**src/rtl/rhc_pkg.sv**
```systemverilog
package rhc_pkg;

   // quotient bits of each divide and how they are spread over the stages
   localparam int QuotWidth     = 16;
   localparam int StepsPerStage = 2;
   localparam int DivStages     = QuotWidth / StepsPerStage;

   typedef enum logic [1:0] {
      MAX_RED,
      MAX_GREEN,
      MAX_BLUE
   } max_sel_type;

   typedef struct packed {
      logic [7:0] red;
      logic [7:0] green;
      logic [7:0] blue;
   } req_type;

   typedef struct packed {
      logic [15:0] hue;
      logic [15:0] saturation;
      logic [8:0]  lightness_sum;
   } rsp_type;

   // after max / min selection
   typedef struct packed {
      logic [7:0]        mx;
      logic [7:0]        mn;
      max_sel_type       sel;
      logic signed [8:0] diff;
   } front_type;

   // state of both long divisions as it moves down the pipe
   typedef struct packed {
      logic        grey;
      logic [7:0]  sat_rem;
      logic [15:0] sat_word;
      logic [7:0]  den;
      logic [10:0] hue_rem;
      logic [15:0] hue_q;
      logic [10:0] d6;
      logic [8:0]  sum;
   } div_stage_type;

endpackage

```
**src/rtl/rgb_to_hsl_convert_top.sv**
```systemverilog
// RGB to HSL converter: one 8-bit RGB pixel in, hue, saturation and the
// lightness sum (max + min, lightness = sum / 510) out, exact to the floor.
// The block accepts one item every cycle unless the result side stalls;
// the result is registered through a front stage that picks max and min, a
// stage that forms the divide operands, and eight stages of two restoring
// divide steps each, running the saturation and hue quotients side by
// side. A stall on the result side holds the whole pipe, so req_ready
// follows rsp_ready whenever the last stage is full.
module rgb_to_hsl_convert_top
   import rhc_pkg::*;
(
   input  logic    clock,
   input  logic    reset,
   input  logic    req_valid,
   output logic    req_ready,
   input  req_type req_data,
   output logic    rsp_valid,
   input  logic    rsp_ready,
   output rsp_type rsp_data
);

   logic          advance;
   logic          a_valid_ff;
   front_type     a_ff;
   front_type     a_in;
   logic          v_ff [0:DivStages];
   div_stage_type div_ff [0:DivStages];
   div_stage_type b_in;

   assign advance   = !v_ff[DivStages] || rsp_ready;
   assign req_ready = advance;

   // pick max and min; ties go blue over green over red
   always_comb begin
      a_in = '0;
      if (req_data.blue >= req_data.green && req_data.blue >= req_data.red) begin
         a_in.sel  = MAX_BLUE;
         a_in.mx   = req_data.blue;
         a_in.diff = $signed({1'b0, req_data.red}) - $signed({1'b0, req_data.green});
      end else if (req_data.green >= req_data.red) begin
         a_in.sel  = MAX_GREEN;
         a_in.mx   = req_data.green;
         a_in.diff = $signed({1'b0, req_data.blue}) - $signed({1'b0, req_data.red});
      end else begin
         a_in.sel  = MAX_RED;
         a_in.mx   = req_data.red;
         a_in.diff = $signed({1'b0, req_data.green}) - $signed({1'b0, req_data.blue});
      end
      a_in.mn = req_data.red;
      if (req_data.green < a_in.mn) begin
         a_in.mn = req_data.green;
      end
      if (req_data.blue < a_in.mn) begin
         a_in.mn = req_data.blue;
      end
   end

   // form divide operands
   always_comb begin
      logic [7:0]         d;
      logic [11:0]        kd;
      logic signed [11:0] num6;
      d      = a_ff.mx - a_ff.mn;
      b_in   = '0;
      b_in.sum  = {1'b0, a_ff.mx} + {1'b0, a_ff.mn};
      b_in.grey = (d == 8'd0);
      if (b_in.sum <= 9'd255) begin
         b_in.den = b_in.sum[7:0];
      end else begin
         b_in.den = 8'(9'd510 - b_in.sum);
      end
      b_in.d6 = {1'b0, d, 2'b00} + {2'b00, d, 1'b0};
      case (a_ff.sel)
         MAX_BLUE:  kd = {2'b00, d, 2'b00};
         MAX_GREEN: kd = {3'b000, d, 1'b0};
         MAX_RED:   kd = a_ff.diff[8] ? {1'b0, b_in.d6} : 12'd0;
         default:   kd = 12'd0;
      endcase
      num6 = 12'(a_ff.diff) + $signed(kd);
      b_in.hue_rem = num6[10:0];
      b_in.hue_q   = '0;
      // d * 65535 = (d - 1) * 65536 + (65536 - d) for nonzero d
      b_in.sat_rem  = d - 8'd1;
      b_in.sat_word = 16'd0 - {8'd0, d};
   end

   always_ff @(posedge clock) begin
      if (reset) begin
         a_valid_ff <= 1'b0;
         v_ff[0]    <= 1'b0;
      end else if (advance) begin
         a_valid_ff <= req_valid;
         v_ff[0]    <= a_valid_ff;
      end
   end

   always_ff @(posedge clock) begin
      if (advance) begin
         a_ff      <= a_in;
         div_ff[0] <= b_in;
      end
   end

   for (genvar s = 0; s < DivStages; s++) begin : g_div
      div_stage_type div_in;

      always_comb begin
         logic [8:0]  st;
         logic [11:0] ht;
         logic        qb;
         div_in = div_ff[s];
         for (int k = 0; k < StepsPerStage; k++) begin
            // saturation: shift in the next numerator bit
            st = {div_in.sat_rem, div_in.sat_word[15]};
            qb = (st >= {1'b0, div_in.den});
            if (qb) begin
               div_in.sat_rem = 8'(st - {1'b0, div_in.den});
            end else begin
               div_in.sat_rem = st[7:0];
            end
            div_in.sat_word = {div_in.sat_word[14:0], qb};
            // hue: numerator low bits are all zero
            ht = {div_in.hue_rem, 1'b0};
            qb = (ht >= {1'b0, div_in.d6});
            if (qb) begin
               div_in.hue_rem = 11'(ht - {1'b0, div_in.d6});
            end else begin
               div_in.hue_rem = ht[10:0];
            end
            div_in.hue_q = {div_in.hue_q[14:0], qb};
         end
      end

      always_ff @(posedge clock) begin
         if (reset) begin
            v_ff[s+1] <= 1'b0;
         end else if (advance) begin
            v_ff[s+1] <= v_ff[s];
         end
      end

      always_ff @(posedge clock) begin
         if (advance) begin
            div_ff[s+1] <= div_in;
         end
      end
   end

   // grey pixels carry no hue or saturation
   assign rsp_valid               = v_ff[DivStages];
   assign rsp_data.hue            = div_ff[DivStages].grey ? 16'd0 : div_ff[DivStages].hue_q;
   assign rsp_data.saturation     = div_ff[DivStages].grey ? 16'd0
                                                           : div_ff[DivStages].sat_word;
   assign rsp_data.lightness_sum  = div_ff[DivStages].sum;

endmodule

```
**config.mk**
```make
export PLATFORM = sky130hd
export DESIGN_NAME = rgb_to_hsl_convert_top
export DESIGN_NICKNAME = d
export VERILOG_FILES = /design/src/rtl/rhc_pkg.sv /design/src/rtl/rgb_to_hsl_convert_top.sv
export SDC_FILE = /design/constraint.sdc
export NUM_CORES = 2
export LEC_CHECK = 0
export BUFFER_PORTS_ARGS = -buffer_cell sky130_fd_sc_hd__clkbuf_2
export CAP_MARGIN = 40
export CORE_ASPECT_RATIO = 1.25
export CORE_MARGIN = 5
export CORE_UTILIZATION = 55
export DETAILED_ROUTE_END_ITERATION = 10
export HOLD_SLACK_MARGIN = 0.05
export PLACE_DENSITY = 0.8
export SYNTH_ARGS = -nofsm -noshare
export SYNTH_HDL_FRONTEND = slang
export SYNTH_SLANG_ARGS = --single-unit
```
**constraint.sdc**
```tcl
create_clock -name clock -period 35.6 [get_ports clock]
set_clock_uncertainty 0.05 [all_clocks]
set_input_delay 10.68 -clock clock [delete_from_list [all_inputs] [get_ports clock]]
set_output_delay 10.68 -clock clock [all_outputs]
set_load 0.02 [all_outputs]
```
==> summary.txt <==
Drt
  • Detailed Route Iter0 Violations: approximately 1,200
  • Routed vias/inst: around 5.7
  • Residual DRC count: 0
  • Total Wirelength: 71,200 um
  • Avg WL per Cell: between 15 and 20 um
  • Initial DRT Pass Iterations: 6
  • Antenna Nets Post-Route: 0
  • DR vias: approximately 24,000

Setup path
  • Crit. End Element: output port
  • Crit-path leading delay family: buffers and inverters
  • Most frequent CP cell: clkbuf_2
  • Worst path max stage delay: between 200 and 250 ps
  • CP cell instances: clkbuf_2 > nand2b_4 > clkbuf_2
  • Startpoint Class: primary input
  • Required @ worst endpoint: 24,870 ps
  • Worst Path Arrival: around 11,000 ps
  • Maximum fanout along the worst path: 2
  • CP Class: primary input to output port
  • Worst path buffer plus inverter count: 2
  • Slowest-stage cell, CP: nand2b_4

Final layout
  • Fin cells: roughly 4,200
  • Final nets: approximately 3,700
  • Layout area overhead: 9.33%
  • Final instance area: slightly below 0.04 mm2
  • Commonest non-fill, non-tap cell in the layout: edfxtp_1
  • Layout cells sized above 1: 0.121
  • Commonest non-fill, non-tap cells in the layout: edfxtp_1, ha_1, inv_1
  • Antenna diodes: 0

CTS
  • Post-CTS setup buffers: 0
  • H-Tree Depth: 2
  • Hold_buf cts: 0
  • CTS tree: built
  • Resized cells post-CTS: 0
  • Clk_lat worst skew: 620 ps
  • CTS root buf: clkbuf_16
  • Clock buffer count from CTS: 56
  • Deepest clock path buffer count: 3
  • Clock sinks: just under 600
  • Clock-pin slew on the worst setup and hold paths: 70 ps

Synth
  • Primary FF master, synth: edfxtp_1
  • Share of the synthesized area in the top cell type: 0.483
  • Mapped Area: between 0.03 and 0.04 mm2
  • Area contributors post-synth: edfxtp_1, ha_1, mux2_2, xnor2_1, inv_1
  • Syn Inst Count: approximately 3,200
  • Syn nets: between 3,000 and 4,000
  • Yosys reg bits: slightly below 600
  • Share of flip-flops with an asynchronous set or reset: 0
  • Synth unique cells: 84
  • Warnings from Yosys: 0
  • Number of synthesized flops with an enable pin: about 580
  • Synthesized area per cell: around 11 um2
  • Area leader, netlist: edfxtp_1
  • Seq/Total Area, Yosys: 0.484

Die
  • Boundary Pins: between 70 and 80
  • Die footprint: 0.0711 mm2
  • Die X-Extent: between 200 and 250 um
  • Row cnt: approximately 110
  • Core ar.: approximately 0.065 mm2
  • Die height: 297 um
  • Starting Density: 0.554

STA
  • Final hold violation count: 0
  • Setup TNS: 0 ps
  • Final Max Tran Viols: 0
  • F_max: between 40 and 50 MHz
  • Tmin final: 21,900 ps
  • Least-Margin Pin Slew: around 940 ps
  • Fin crit share: 0.615
  • RSZ-0062 raised after global routing: no
  • Worst slew margin: 0.373
  • Setup-failing EPs final: 0

Global route
  • GR Overflow Total: 0
  • GRT Util Overall: 0.197
  • Initial antenna violation count: 0
  • Largest net degree at the start of global routing: 168
  • Vias in the first global route: ~24,000
  • First-pass GRT wire length: between 100,000 and 150,000 um

Placed design
  • Inst Count DP: between 4,000 and 5,000
  • HPWL Detailed: between 50,000 and 60,000 um
  • Placement Cell Area: 0.0377 mm2
  • IO Port Bufs: 70
  • GPL Wtd Cong: between 0.9 and 1

Worst hold path
  • Worst min-delay path category: flip-flop to flip-flop

Flow run
  • Max-cap violations: 0

Outcome
  • Status: complete, no violations
[layout make-up]
class                           count  area [um2]
Fill cell                        5164       25800
Sequential cell                   584       17500
Multi-Input combinational cell   2208       17300
Clock buffer                       63        1430
Inverter                          311        1170
Tap cell                          856        1070
Timing Repair Buffer               93         588
Clock inverter                     39         500
[flip-flops by register name, summed over array words and instances (netlist names)]
register    count
div_ff        547
v_ff            9
a_valid_ff      1
a_ff           27
[per-stage QoR]
| step | util | hold slack (ps) | worst slack [ps] |
|---|---|---|---|
| floorplan | - | 350 | 327 |
| global placement | 0.574 | 351 | 13650 |
| detailed placement | 0.576 | 355 | 13650 |
| CTS | 0.605 | 361 | 13650 |
| global route | 0.605 | 367 | 13650 |
| finish | 0.605 | 359 | 13700 |
[metal layers]
layer	vias to the layer above	wire length, um	GRT usage
li1	11700	-	-
met5	-	0	0
met2	441	39200	0.388
met3	207	2170	0.0244
met1	11200	25600	0.197
met4	0	4240	0.106
[worst reg2reg max path: stages (launching register included)]
cell      delay, ps
edfxtp_1        450
inv_1            90
ha_1            310
nand2b_1         80
a21oi_1         280
o21ai_0         220
o21a_1          290
o21ai_1         460
buf_4           260
nor2_1           50
a21oi_1         190
ha_1            330
a21o_1          230
o41ai_1         540
o21ai_0         240
o21ai_0         190
nand2b_1        150
nor2_1          650
mux2_2          430
[Yosys cell counts, drive strengths merged, types with 11 or more instances]
cell and instances:
o211ai 13, a21boi 19, nand2b 38, and2 21, o21ai 168, inv 311, a221oi 12, or2 20
nand4 37, or3 18, nand3 43, ha 347, buf 16, nor2b 108, clkbuf 36, nor2 203
a21o 67, o22ai 11, a211oi 16, o21bai 18, xor2 69, nand2 136, nor3 56, xnor2 158
a21oi 180, mux2i 56, a31oi 18, o21a 39, fa 31, o31ai 16, edfxtp 583, mux2 168
[path summary, 6_finish.rpt]
check                                     from        endpoint  slack, ps  cells after the start
worst max-delay path                 rsp_ready       req_ready      13700                      3
worst min-delay path            div_ff[0][422]  div_ff[0][504]        360                      0
worst max register to register  div_ff[0][466]  div_ff[0][524]      29860                     18
worst min register to register  div_ff[0][422]  div_ff[0][504]        360                      0
[logic make-up (layout without fill, tap and decap cells)]
kind of cell | after synthesis | count (layout) | synth area share
flops | 584 | 584 | 0.484
buf+inv | 363 | 506 | 0.0387
compound gates | 652 | 652 | 0.117
xor+xnor | 227 | 227 | 0.0551
mux | 224 | 224 | 0.0677
simple gates | 727 | 727 | 0.100
fa+ha+maj | 378 | 378 | 0.137
Power is not shown: default switching activity piles up to over one toggle a cycle in this logic, so the estimate is an artifact.
